<file path="config.mk">
export PLATFORM = sky130hd
export DESIGN_NAME = timed_event_queue_unit
export DESIGN_NICKNAME = d
export VERILOG_FILES = /design/src/teq_pkg.sv /design/src/timed_event_queue_unit.sv /design/src/teq_cell.sv /design/src/teq_chain.sv
export SDC_FILE = /design/constraint.sdc
export NUM_CORES = 2
export LEC_CHECK = 0
export ABC_AREA = 1
export BUFFER_PORTS_ARGS = -buffer_cell sky130_fd_sc_hd__buf_2
export CORE_UTILIZATION = 40
export CTS_BUF_LIST = sky130_fd_sc_hd__clkbuf_4 sky130_fd_sc_hd__clkbuf_8 sky130_fd_sc_hd__clkbuf_16
export DETAILED_ROUTE_END_ITERATION = 10
export GPL_TIMING_DRIVEN = 0
export HOLD_SLACK_MARGIN = 0.05
export PLACE_DENSITY = 0.59
export SLEW_MARGIN = 20
export SYNTH_ARGS = -nofsm -noshare
export SYNTH_HDL_FRONTEND = slang
export SYNTH_SLANG_ARGS = --single-unit
</file>
<file path="constraint.sdc">
create_clock -name i_clk -period 6.8 [get_ports i_clk]
set_input_delay 0.34 -clock i_clk [delete_from_list [all_inputs] [get_ports i_clk]]
set_output_delay 0.34 -clock i_clk [all_outputs]
set_load 0.005 [all_outputs]
</file>
<file path="src/teq_pkg.sv">
// ----------------------------------------------------------------------------
// teq_pkg
// shared types and codes of the timed event queue
// ----------------------------------------------------------------------------
package teq_pkg;

    localparam int unsigned TIME_W   = 32;
    localparam int unsigned ID_PORT_W = 16;
    localparam int unsigned CNT_W    = 5;
    localparam int unsigned IN_W     = 56;
    localparam int unsigned OUT_W    = 56;

    typedef enum logic [2:0] {
        ACT_ADD             = 3'd0,
        ACT_ADD_UNLESS_PAST = 3'd1,
        ACT_REMOVE          = 3'd2,
        ACT_ADVANCE         = 3'd3,
        ACT_QUERY           = 3'd4
    } t_action;

    typedef enum logic [2:0] {
        ST_FIRED     = 3'd0,
        ST_ADDED     = 3'd1,
        ST_DROP_FULL = 3'd2,
        ST_DROP_PAST = 3'd3,
        ST_REMOVED   = 3'd4,
        ST_MATCH     = 3'd5,
        ST_NONE      = 3'd6
    } t_status;

    typedef enum logic [2:0] {
        CELL_HOLD,
        CELL_INSERT,
        CELL_REMOVE,
        CELL_SHIFT,
        CELL_ROTATE
    } t_cell_op;

    typedef enum logic [2:0] {
        S_IDLE,
        S_ADD,
        S_REMOVE,
        S_ADVANCE,
        S_FIRE,
        S_QUERY,
        S_SCAN,
        S_NONE
    } t_state;

    typedef struct packed {
        logic head_le;
        logic head_eq;
        logic next_le;
        logic next_eq;
        logic any_eq;
    } t_chain_stat;

endpackage

</file>
<file path="src/timed_event_queue_unit.sv">
// ----------------------------------------------------------------------------
// timed_event_queue_unit
// sorted timer event queue with add, remove, advance and query requests
// ----------------------------------------------------------------------------
// slave channel: one request per beat (action, time value, event id); the
// port is ready only between requests, so one request is worked at a time.
// master channel: one or more results per request, tlast on the final one.
//   add, add unless past, unknown action: one result
//   remove:  matches removed one per cycle, then one result
//   advance: one result if nothing fires, else one per fired event,
//            one per cycle while the receiver is ready
//   query:   one result without a match, else one full rotation of
//            the cell row; matches leave as they pass the head
// the next request can be taken in the cycle after the last result is
// loaded into the output register, except after a query with matches,
// which ends with its rotation. while the receiver stalls the sequencer
// waits and nothing is lost. a synchronous reset empties the row and
// clears the current time, no clearing pass needed.
// ----------------------------------------------------------------------------
module timed_event_queue_unit #(
    parameter int unsigned DEPTH   = 16,
    parameter int unsigned ID_BITS = 16
) (
    input  logic                       i_clk,
    input  logic                       i_rst_n,
    input  logic                       i_s_axis_tvalid,
    output logic                       o_s_axis_tready,
    // action[2:0], time_value[34:3], event_id[50:35], zero pad
    input  logic [teq_pkg::IN_W-1:0]   i_s_axis_tdata,
    output logic                       o_m_axis_tvalid,
    input  logic                       i_m_axis_tready,
    // status[2:0], event_id_res[18:3], event_time[50:19], count[55:51]
    output logic [teq_pkg::OUT_W-1:0]  o_m_axis_tdata,
    output logic                       o_m_axis_tlast
);
    import teq_pkg::*;

    localparam int unsigned ID_W   = (ID_BITS < ID_PORT_W) ? ID_BITS : ID_PORT_W;
    localparam int unsigned OCC_W  = $clog2(DEPTH + 1);
    localparam int unsigned STEP_W = $clog2(DEPTH);

    t_state            r_state, n_state;
    t_action           r_act;
    logic [31:0]       r_time;
    logic [ID_W-1:0]   r_id;
    logic [31:0]       r_cur, n_cur;
    logic [OCC_W-1:0]  r_occ, n_occ;
    logic [OCC_W-1:0]  r_cnt, n_cnt;
    logic [STEP_W-1:0] r_step, n_step;

    logic              r_out_valid;
    t_status           r_out_status;
    logic [ID_PORT_W-1:0] r_out_id;
    logic [31:0]       r_out_time;
    logic [CNT_W-1:0]  r_out_cnt;
    logic              r_out_last;

    logic              w_accept;
    logic              w_out_free;
    logic              w_emit;
    t_status           w_emit_status;
    logic [ID_PORT_W-1:0] w_emit_id;
    logic [31:0]       w_emit_time;
    logic [CNT_W-1:0]  w_emit_cnt;
    logic              w_emit_last;
    t_cell_op          w_op;
    logic [31:0]       w_key;
    logic [32:0]       w_sum;
    logic              w_past;
    logic              w_step_end;

    t_chain_stat       w_stat;
    logic [31:0]       w_head_due;
    logic [ID_W-1:0]   w_head_id;
    logic [DEPTH-1:0]  w_valid;

    assign w_accept   = i_s_axis_tvalid && o_s_axis_tready;
    assign w_out_free = !r_out_valid || i_m_axis_tready;
    assign w_sum      = {1'b0, r_cur} + {1'b0, r_time};
    assign w_past     = (r_act == ACT_ADD_UNLESS_PAST) && (r_time < r_cur);
    assign w_step_end = (r_step == STEP_W'(DEPTH - 1));
    assign w_key      = (r_state == S_FIRE) ? r_cur : r_time;

    teq_chain #(
        .DEPTH (DEPTH),
        .ID_W  (ID_W)
    ) u_chain (
        .i_clk      (i_clk),
        .i_rst_n    (i_rst_n),
        .i_op       (w_op),
        .i_key      (w_key),
        .i_new_due  (r_time),
        .i_new_id   (r_id),
        .o_stat     (w_stat),
        .o_head_due (w_head_due),
        .o_head_id  (w_head_id),
        .o_valid    (w_valid)
    );

    always_comb begin
        n_state         = r_state;
        n_cur           = r_cur;
        n_occ           = r_occ;
        n_cnt           = r_cnt;
        n_step          = r_step;
        o_s_axis_tready = 1'b0;
        w_op            = CELL_HOLD;
        w_emit          = 1'b0;
        w_emit_status   = ST_NONE;
        w_emit_id       = '0;
        w_emit_time     = '0;
        w_emit_cnt      = '0;
        w_emit_last     = 1'b1;
        unique case (r_state)
            S_IDLE: begin
                o_s_axis_tready = 1'b1;
                n_cnt           = '0;
                n_step          = '0;
                if (i_s_axis_tvalid) begin
                    unique case (t_action'(i_s_axis_tdata[2:0])) inside
                        ACT_ADD, ACT_ADD_UNLESS_PAST: n_state = S_ADD;
                        ACT_REMOVE:                   n_state = S_REMOVE;
                        ACT_ADVANCE:                  n_state = S_ADVANCE;
                        ACT_QUERY:                    n_state = S_QUERY;
                        default:                      n_state = S_NONE;
                    endcase
                end
            end
            S_ADD: begin
                if (w_out_free) begin
                    w_emit      = 1'b1;
                    w_emit_id   = ID_PORT_W'(r_id);
                    w_emit_time = r_time;
                    n_state     = S_IDLE;
                    if (w_past) begin
                        w_emit_status = ST_DROP_PAST;
                        w_emit_cnt    = CNT_W'(r_occ);
                    end else if (r_occ == OCC_W'(DEPTH)) begin
                        w_emit_status = ST_DROP_FULL;
                        w_emit_cnt    = CNT_W'(r_occ);
                    end else begin
                        w_op          = CELL_INSERT;
                        n_occ         = r_occ + OCC_W'(1);
                        w_emit_status = ST_ADDED;
                        w_emit_cnt    = CNT_W'(n_occ);
                    end
                end
            end
            S_REMOVE: begin
                if (w_stat.any_eq) begin
                    w_op  = CELL_REMOVE;
                    n_occ = r_occ - OCC_W'(1);
                    n_cnt = r_cnt + OCC_W'(1);
                end else if (w_out_free) begin
                    w_emit        = 1'b1;
                    w_emit_status = ST_REMOVED;
                    w_emit_time   = r_time;
                    w_emit_cnt    = CNT_W'(r_cnt);
                    n_state       = S_IDLE;
                end
            end
            S_ADVANCE: begin
                n_cur   = w_sum[32] ? '1 : w_sum[31:0];
                n_state = S_FIRE;
            end
            S_FIRE: begin
                if (w_stat.head_le) begin
                    if (w_out_free) begin
                        w_op          = CELL_SHIFT;
                        n_occ         = r_occ - OCC_W'(1);
                        w_emit        = 1'b1;
                        w_emit_status = ST_FIRED;
                        w_emit_id     = ID_PORT_W'(w_head_id);
                        w_emit_time   = w_head_due;
                        w_emit_last   = !w_stat.next_le;
                        if (!w_stat.next_le) begin
                            n_state = S_IDLE;
                        end
                    end
                end else if (w_out_free) begin
                    w_emit        = 1'b1;
                    w_emit_status = ST_NONE;
                    w_emit_time   = r_cur;
                    n_state       = S_IDLE;
                end
            end
            S_QUERY: begin
                if (w_stat.any_eq) begin
                    n_state = S_SCAN;
                end else if (w_out_free) begin
                    w_emit        = 1'b1;
                    w_emit_status = ST_NONE;
                    w_emit_time   = r_time;
                    n_state       = S_IDLE;
                end
            end
            S_SCAN: begin
                if (w_out_free || !w_stat.head_eq) begin
                    w_op   = CELL_ROTATE;
                    n_step = r_step + STEP_W'(1);
                    if (w_stat.head_eq) begin
                        w_emit        = 1'b1;
                        w_emit_status = ST_MATCH;
                        w_emit_id     = ID_PORT_W'(w_head_id);
                        w_emit_time   = w_head_due;
                        w_emit_last   = !w_stat.next_eq || w_step_end;
                    end
                    if (w_step_end) begin
                        n_state = S_IDLE;
                    end
                end
            end
            S_NONE: begin
                if (w_out_free) begin
                    w_emit        = 1'b1;
                    w_emit_status = ST_NONE;
                    n_state       = S_IDLE;
                end
            end
            default: begin
                n_state = S_IDLE;
            end
        endcase
    end

    always_ff @(posedge i_clk) begin
        if (!i_rst_n) begin
            r_state     <= S_IDLE;
            r_cur       <= '0;
            r_occ       <= '0;
            r_cnt       <= '0;
            r_step      <= '0;
            r_out_valid <= 1'b0;
        end else begin
            r_state <= n_state;
            r_cur   <= n_cur;
            r_occ   <= n_occ;
            r_cnt   <= n_cnt;
            r_step  <= n_step;
            if (w_emit) begin
                r_out_valid <= 1'b1;
            end else if (i_m_axis_tready) begin
                r_out_valid <= 1'b0;
            end
        end
    end

    always_ff @(posedge i_clk) begin
        if (w_accept) begin
            r_act  <= t_action'(i_s_axis_tdata[2:0]);
            r_time <= i_s_axis_tdata[34:3];
            r_id   <= ID_W'(i_s_axis_tdata[50:35]);
        end
        if (w_emit) begin
            r_out_status <= w_emit_status;
            r_out_id     <= w_emit_id;
            r_out_time   <= w_emit_time;
            r_out_cnt    <= w_emit_cnt;
            r_out_last   <= w_emit_last;
        end
    end

    assign o_m_axis_tvalid = r_out_valid;
    assign o_m_axis_tdata  = {r_out_cnt, r_out_time, r_out_id, r_out_status};
    assign o_m_axis_tlast  = r_out_last;

`ifndef SYNTHESIS
    a_occ_bound: assert property (@(posedge i_clk) disable iff (!i_rst_n)
        r_occ <= OCC_W'(DEPTH))
        else $error("occupancy above depth");

    a_occ_cells: assert property (@(posedge i_clk) disable iff (!i_rst_n)
        $countones(w_valid) == int'(r_occ))
        else $error("occupied cells disagree with occupancy");

    a_time_mono: assert property (@(posedge i_clk) disable iff (!i_rst_n)
        $past(i_rst_n) |-> r_cur >= $past(r_cur))
        else $error("current time went backwards");

    a_fire_due: assert property (@(posedge i_clk) disable iff (!i_rst_n)
        (r_out_valid && r_out_status == ST_FIRED) |-> r_out_time <= r_cur)
        else $error("fired event not yet due");
`endif

endmodule

</file>
<file path="src/teq_cell.sv">
// ----------------------------------------------------------------------------
// teq_cell
// one slot of the sorted event row: holds a due time and an identifier
// ----------------------------------------------------------------------------
module teq_cell #(
    parameter int unsigned ID_W = 16
) (
    input  logic                  i_clk,
    input  logic                  i_rst_n,
    input  teq_pkg::t_cell_op     i_op,
    input  logic [31:0]           i_key,
    input  logic [31:0]           i_new_due,
    input  logic [ID_W-1:0]       i_new_id,
    input  logic                  i_any_eq,
    input  logic                  i_left_le,
    input  logic                  i_left_valid,
    input  logic [31:0]           i_left_due,
    input  logic [ID_W-1:0]       i_left_id,
    input  logic                  i_right_valid,
    input  logic [31:0]           i_right_due,
    input  logic [ID_W-1:0]       i_right_id,
    output logic                  o_valid,
    output logic [31:0]           o_due,
    output logic [ID_W-1:0]       o_id,
    output logic                  o_le,
    output logic                  o_eq
);
    import teq_pkg::*;

    logic            r_valid;
    logic [31:0]     r_due;
    logic [ID_W-1:0] r_id;
    logic            n_valid;
    logic [31:0]     n_due;
    logic [ID_W-1:0] n_id;
    logic            w_lt;
    logic            w_eq;

    assign w_lt = r_valid && (r_due < i_key);
    assign w_eq = r_valid && (r_due == i_key);

    always_comb begin
        n_valid = r_valid;
        n_due   = r_due;
        n_id    = r_id;
        unique case (i_op)
            CELL_INSERT: begin
                if (!i_left_le) begin
                    n_valid = i_left_valid;
                    n_due   = i_left_due;
                    n_id    = i_left_id;
                end else if (!(w_lt || w_eq)) begin
                    n_valid = 1'b1;
                    n_due   = i_new_due;
                    n_id    = i_new_id;
                end
            end
            CELL_REMOVE: begin
                if (i_any_eq && !w_lt) begin
                    n_valid = i_right_valid;
                    n_due   = i_right_due;
                    n_id    = i_right_id;
                end
            end
            CELL_SHIFT, CELL_ROTATE: begin
                n_valid = i_right_valid;
                n_due   = i_right_due;
                n_id    = i_right_id;
            end
            default: begin
            end
        endcase
    end

    always_ff @(posedge i_clk) begin
        if (!i_rst_n) begin
            r_valid <= 1'b0;
        end else begin
            r_valid <= n_valid;
        end
    end

    always_ff @(posedge i_clk) begin
        r_due <= n_due;
        r_id  <= n_id;
    end

    assign o_valid = r_valid;
    assign o_due   = r_due;
    assign o_id    = r_id;
    assign o_le    = w_lt || w_eq;
    assign o_eq    = w_eq;

endmodule

</file>
<file path="src/teq_chain.sv">
// ----------------------------------------------------------------------------
// teq_chain
// row of event cells kept sorted by due time, oldest arrival first on ties
// ----------------------------------------------------------------------------
module teq_chain #(
    parameter int unsigned DEPTH = 16,
    parameter int unsigned ID_W  = 16
) (
    input  logic                  i_clk,
    input  logic                  i_rst_n,
    input  teq_pkg::t_cell_op     i_op,
    input  logic [31:0]           i_key,
    input  logic [31:0]           i_new_due,
    input  logic [ID_W-1:0]       i_new_id,
    output teq_pkg::t_chain_stat  o_stat,
    output logic [31:0]           o_head_due,
    output logic [ID_W-1:0]       o_head_id,
    output logic [DEPTH-1:0]      o_valid
);
    import teq_pkg::*;

    logic [DEPTH-1:0] w_valid;
    logic [DEPTH-1:0] w_le;
    logic [DEPTH-1:0] w_eq;
    logic [31:0]      w_due [DEPTH];
    logic [ID_W-1:0]  w_id  [DEPTH];
    logic             w_any_eq;

    assign w_any_eq = |w_eq;

    for (genvar g = 0; g < DEPTH; g++) begin : g_cell
        logic            w_left_le;
        logic            w_left_valid;
        logic [31:0]     w_left_due;
        logic [ID_W-1:0] w_left_id;
        logic            w_right_valid;
        logic [31:0]     w_right_due;
        logic [ID_W-1:0] w_right_id;

        if (g == 0) begin : g_first
            assign w_left_le    = 1'b1;
            assign w_left_valid = 1'b0;
            assign w_left_due   = '0;
            assign w_left_id    = '0;
        end else begin : g_mid
            assign w_left_le    = w_le[g-1];
            assign w_left_valid = w_valid[g-1];
            assign w_left_due   = w_due[g-1];
            assign w_left_id    = w_id[g-1];
        end

        if (g == DEPTH - 1) begin : g_last
            // wraps to the head while rotating, empty otherwise
            assign w_right_valid = (i_op == CELL_ROTATE) ? w_valid[0] : 1'b0;
            assign w_right_due   = w_due[0];
            assign w_right_id    = w_id[0];
        end else begin : g_inner
            assign w_right_valid = w_valid[g+1];
            assign w_right_due   = w_due[g+1];
            assign w_right_id    = w_id[g+1];
        end

        teq_cell #(
            .ID_W (ID_W)
        ) u_cell (
            .i_clk         (i_clk),
            .i_rst_n       (i_rst_n),
            .i_op          (i_op),
            .i_key         (i_key),
            .i_new_due     (i_new_due),
            .i_new_id      (i_new_id),
            .i_any_eq      (w_any_eq),
            .i_left_le     (w_left_le),
            .i_left_valid  (w_left_valid),
            .i_left_due    (w_left_due),
            .i_left_id     (w_left_id),
            .i_right_valid (w_right_valid),
            .i_right_due   (w_right_due),
            .i_right_id    (w_right_id),
            .o_valid       (w_valid[g]),
            .o_due         (w_due[g]),
            .o_id          (w_id[g]),
            .o_le          (w_le[g]),
            .o_eq          (w_eq[g])
        );
    end

    assign o_stat.head_le = w_le[0];
    assign o_stat.head_eq = w_eq[0];
    assign o_stat.next_le = w_le[1];
    assign o_stat.next_eq = w_eq[1];
    assign o_stat.any_eq  = w_any_eq;
    assign o_head_due     = w_due[0];
    assign o_head_id      = w_id[0];
    assign o_valid        = w_valid;

endmodule
</file>
# == Word level (Yosys, flattened, before mapping) ==
# Cells that the tools add are included.
# totals
regBits,942
inputBits,60
out_inout_bits,59
word_cells,545
# classes
addsub,5
order_cmp,17
n_eq_ne,76
muxes,263
n_reduce_logical,122
# ops
cell,count
$mux W32,56
$pmux W32 S3,16
$mux W16,52
$pmux W16 S3,17
$lt A32 B32 Y1,17
$eq A32 B32 Y1,16
$pmux W32 S4,1
$mux W1,62
$ne A3 B3 Y1 const B,17
$pmux W1 S3,17
$logic_and A1 B1 Y1,50
$mux W5,10
$reduce_and A3 Y1,16
$ne A2 B2 Y1 const B,23
$mux W3,13
$pmux W3 S4,3
$add A32 B32 Y33,1
$pmux W3 S7,1
$logic_not A1 Y1,20
$pmux W5 S2,2
$logic_or A1 B1 Y1,19
$eq A3 B2 Y1 const B,6
$eq A3 B3 Y1 const B,6
$mux W2,9
20 further kinds,33

# == Depth between registers and ports, before layout ==
# logic_depth
word_depth,12
depth_mapped,26
ltp_nobuf,26

# == Hierarchy ==
# From an unflattened synthesis, not the netlist that was laid out.
# unflattened
cells_unflattened,7280
area_unflattened_um2,64957.3
# modules_own_cells
mod,n_inst,cells_each,area_per_inst_um2,seq_area_each_um2
teq_cell,16,376,3427.0,1461.4
timed_event_queue_unit,1,1224,9894.5,4244.1
teq_chain,1,40,230.2,0.0

# == Least setup slack after synthesis ==
# Ideal clock, no wire load.
# synth_timing
kind,reg-to-reg
start,register r_state[0]
end,"register r_out_last (netlist: o_m_axis_tlast), enable pin"
setup_time_ns,0.792
arrival_ns,4.791
required_ns,6.008
slack_ns,1.217
stages_incl_launch_ff,20
n_path_buf,2
synth_period_minus_slack_ns,5.583
cell_sequence,dfxtp_1 -> nor2_4 -> nand2_4 -> clkbuf_1 -> clkbuf_1 -> o21ai_0 -> ha_1 -> nand2_1 -> nor2_1 -> nand2_1 -> nor2_1 -> nand2_1 -> nor2_1 -> nand3_1 -> nand2_1 -> nor2_1 -> nand2_1 -> nor2_1 -> o211ai_1 -> nand3_1
# synth_via
elab_chain_len,8
word_cells_on_any_way,48
classes_between,eq/ne: 22; mux: 5; reduce/logical: 21
# synth_lines
item,line,rtl
start: declaration,timed_event_queue_unit.sv:42,"t_state r_state, n_state;"
start signal: assignment,timed_event_queue_unit.sv:235,r_state <= n_state;
"parallel branches: the longest is 7 deep, another holds $mux W32",-,
$pmux W1 S3 *,timed_event_queue_unit.sv:114,unique case (r_state)
named net w_emit,timed_event_queue_unit.sv:60,logic w_emit;
end signal: assignment,timed_event_queue_unit.sv:259,r_out_last <= w_emit_last;
end: declaration,timed_event_queue_unit.sv:56,logic r_out_last;
# Mark *: on every way through the listed nets, which the timed path passes.
# A chain may end at the register's enable or synchronous reset.

# == Worst setup path after layout ==
# layout_timing
start,register r_time[20]
end,"register r_out_time[8], data pin"
# layout_via
elab_chain_len,7
word_cells_on_any_way,44
classes_between,order compare: 1; eq/ne: 16; mux: 6; reduce/logical: 21
# layout_lines
item,line,rtl
start: declaration,timed_event_queue_unit.sv:44,logic [31:0] r_time;
start signal: assignment,timed_event_queue_unit.sv:251,r_time <= i_s_axis_tdata[34:3];
$mux W32 *,timed_event_queue_unit.sv:82,assign w_key = (r_state == S_FIRE) ? r_cur : r_time;
"parallel branches: the longest is 5 deep, another holds $lt A32 B32 Y1",-,
$pmux W32 S4 *,timed_event_queue_unit.sv:114,
named net w_emit_time[8],timed_event_queue_unit.sv:63,logic [31:0] w_emit_time;
end signal: assignment,timed_event_queue_unit.sv:257,r_out_time <= w_emit_time;
end: declaration,timed_event_queue_unit.sv:54,logic [31:0] r_out_time;
# Marked as above.

==> results.sh <==
export IMPL_vias_per_cell=5.97
export IMPL_drv_slew=0
export IMPL_ant_nets=0
export IMPL_drtPass1Iterations=9
export IMPL_r2r_cells=18
export IMPL_worstPathArrival_ps=7390
export IMPL_hold_slack_ps=311
export IMPL_outcome="finished with violations"
export IMPL_core_area_sq_mm=0.152
export IMPL_drt_iter0_drc=8320
export IMPL_die_h_um=394
export IMPL_place_gp_congestion=1.05
export IMPL_regToRegSetupSlack_ps=-240
export IMPL_wire_per_inst_um=28.8
export IMPL_synth_top_cells_by_count="nand2_1, o21ai_0, edfxtp_1"
export IMPL_switching_power_uw=18800
export IMPL_io_buffers=112
export IMPL_clk_pin_slew_ps=60
export IMPL_nets=8472
export IMPL_p_int_uw=20200
export IMPL_power_frac_comb_pct=51.1
export IMPL_final_seq_area_sq_mm=0.0276
export IMPL_maxSlewHeadroom_pct=18.7
export IMPL_synth_top_area_share_pct=42.8
export IMPL_hp_class="input port to flop"
export IMPL_finClkSkew_ps=53.8
export IMPL_switching_share_pct=48.2
export IMPL_rr_endpoint="r_out_time[8]$_DFFE_PP_"
export IMPL_synth_edf_count=876
export IMPL_grt_overflow_total=0
export IMPL_grt_max_degree=49
export IMPL_peakVddDrop_uv=272
export IMPL_cts_buffers=114
export IMPL_dp_hpwl_um=231000
export IMPL_clk_latency_ps=760
export IMPL_synthCells=7500
export IMPL_antenna_found_initial=5
export IMPL_grt_pass1_wl_um=399000
export IMPL_syn_avg_cell_area_sq_um=8.19
export IMPL_yosys_warnings=0
export IMPL_cp_start_kind="flop"
export IMPL_ys_seq_elements=942
export IMPL_crit_start="r_time[20]$_DFFE_PP_"
export IMPL_syn_num_nets=8109
export IMPL_power_share_clock_pct=16.4
export IMPL_io_pins=119
export IMPL_cts_buffer_depth=3
export IMPL_drc=0
export IMPL_grt_pass1_vias=54651
export IMPL_multiInputGateArea_sq_mm=0.0307
export IMPL_synthArstFlopShare_pct=0
export IMPL_synth_area_leaders="edfxtp_1, nand2_1, ha_1, o21ai_0, o21ai_1"
export IMPL_fin_crit_sh_pct=104
export IMPL_ys_types=57
export IMPL_initial_core_util_pct=40.4
export IMPL_synth_area_sq_mm=0.0614
export IMPL_htreeDepth=3
export IMPL_crit_path_end_kind="flop"
export IMPL_worst_path_max_fanout=10
export IMPL_setup_slack_ps=-241
export IMPL_r2r_start="r_time[20]$_DFFE_PP_"
export IMPL_fin_crit_ps=7040
export IMPL_std_cell_rows=143
export IMPL_tightest_slew_ps=1220
export IMPL_endpoint="r_out_time[8]$_DFFE_PP_"
export IMPL_clock_fmax_ghz=0.142
export IMPL_syn_to_final_growth_pct=15.2
export IMPL_n_fill_cell=15039
export IMPL_via_count=59714
export IMPL_p_seq_share_pct=32.5
export IMPL_drive_above_1_share_pct=7.95
export IMPL_setup_violations=80
export IMPL_die_area_sq_mm=0.155
export IMPL_clock_tree_root_cell="clkbuf_16"
export IMPL_synth_largest_area_cell="edfxtp_1"
export IMPL_die_w_um=394
export IMPL_ys_flop_type="edfxtp_1"
export IMPL_power_density_mw_per_mm2=550
export IMPL_critical_path_class="flop to flop"
export IMPL_violations="negative setup slack"
export IMPL_cts_tree="built"
export IMPL_synth_most_common_cell="nand2_1"
export IMPL_finalPower_uw=38900
export IMPL_hold_viol=0
export IMPL_post_route_util_pct=46.5
export IMPL_required_ps=7150
export IMPL_routed_wl_um=288000
export IMPL_grt_use_total_pct=36.0
export IMPL_p_leak_uw=0.0261
export IMPL_cap_violations=0
export IMPL_clock_sinks=942
export IMPL_ys_seq_area_share_pct=45.0
==> per-stage QoR <==
| stage | setup WS, ps | cell area, sq um | setup TNS, ps | std cells |
|---|---|---|---|---|
| final | -241 | 70800 | -2880 | 10004 |
| after detailed placement | -1130 | 65800 | -956070 | 9683 |
| after floorplan | 1220 | 61400 | 0 | 7500 |
| after global routing | -23.8 | 70700 | -132 | 9991 |
| after CTS | -32.8 | 70500 | -504 | 9977 |
| after global placement | -5140 | 64500 | -6705440 | 9642 |
==> sequential cells by signal, indices dropped and copies added, names as in the netlist, 5 cells and up <==
register,cells
r_out_id,16
r_time,32
u_chain.g_cell.u_cell.o_valid,16
u_chain.g_cell.u_cell.o_id,256
u_chain.g_cell.u_cell.o_due,512
r_cnt,5
r_id,16
r_occ,5
r_out_cnt,5
r_cur,32
r_out_time,32
==> per-layer routing <==
layer	share of wire (%)	vias up	global-route usage (%)	routed length [um]
met5	0	-	0	0
met4	5.3	0	17.5	15200
met3	11	488	6.91	32200
met2	41	3572	51.8	119000
met1	42	28740	51.4	122000
li1	-	26914	-	-
==> layout by cell type, fill, tap and decap left out, drive strengths merged, types with 53 or more instances in the layout <==
cell type	count
buf	338
clkinv	97
inv	376
dlygate4sd3	53
nor3	54
nand2	2266
o21ai	1632
edfxtp	876
clkbuf	424
nand3	181
a21oi	289
nor2	365
ha	548
nand4	84
dfxtp	66
==> power by group through the flow <==
stage | logic (uW) | clock network [uW] | registers, uW
after floorplan | 11500 | 0 | 11400
after global placement | 17400 | 0 | 12700
after detailed placement | 18800 | 0 | 12600
after CTS | 19200 | 6410 | 12500
after global routing | 21600 | 6610 | 12700
final | 19900 | 6390 | 12700
==> final cells by class <==
cell class	instances	share of cell area [%]
Clock inverter	68	0.955
Tap cell	2030	3.59
Buffer	421	2.68
Timing Repair Buffer	248	3.52
Antenna cell	13	0.0460
Inverter	429	2.34
Multi-Input combinational cell	5707	43.4
Sequential cell	942	39.0
Clock buffer	146	4.46
==> worst max-delay path, stage by stage, from the launching register on <==
cell and delay, ps:
edfxtp_1 490, clkinv_1 540, clkbuf_1 630, nand2_1 290
o21ai_4 100, buf_4 170, buf_16 150, ha_1 280
nand2_1 50, nor2_1 280, nand2_1 120, nor2_1 370
nand4_1 530, nand2_1 410, buf_2 570, nor2_4 150
clkinv_1 200, clkbuf_1 800, o211ai_1 470
==> cells by family after synthesis <==
logic type | share of synthesized area (%)
adders and majority gates | 11.2
AOI/OAI and AO/OA | 18.4
xor gates and xnor gates | 0.342
DFF | 45.0
and+or+nand+nor | 19.4
buffers and inverters | 5.62
==> what timing repair did <==
item,in CTS,in global routing
hold buffers,53,0
pin swaps,7,9
setup endpoints to repair,1585,1348
resized for setup,29,37
setup buffers,27,15
endpoints found under the hold margin,69,0
==> worst min-delay path by stage <==
stage               cells past startpoint                   start  slack (ps)                     end
CTS                                     2      i_s_axis_tdata[11]         260     r_time[8]$_DFFE_PP_
detailed placement                      1  r_step[3]$_SDFFE_PN0P_         460  r_step[3]$_SDFFE_PN0P_
global route                            2      i_s_axis_tdata[12]         300     r_time[9]$_DFFE_PP_
global placement                        1  r_step[3]$_SDFFE_PN0P_         440  r_step[3]$_SDFFE_PN0P_
finish                                  2      i_s_axis_tdata[50]         310      r_id[15]$_DFFE_PP_
floorplan                               1  r_step[3]$_SDFFE_PN0P_         420  r_step[3]$_SDFFE_PN0P_
Note: power is estimated with default switching activity, not from simulation.
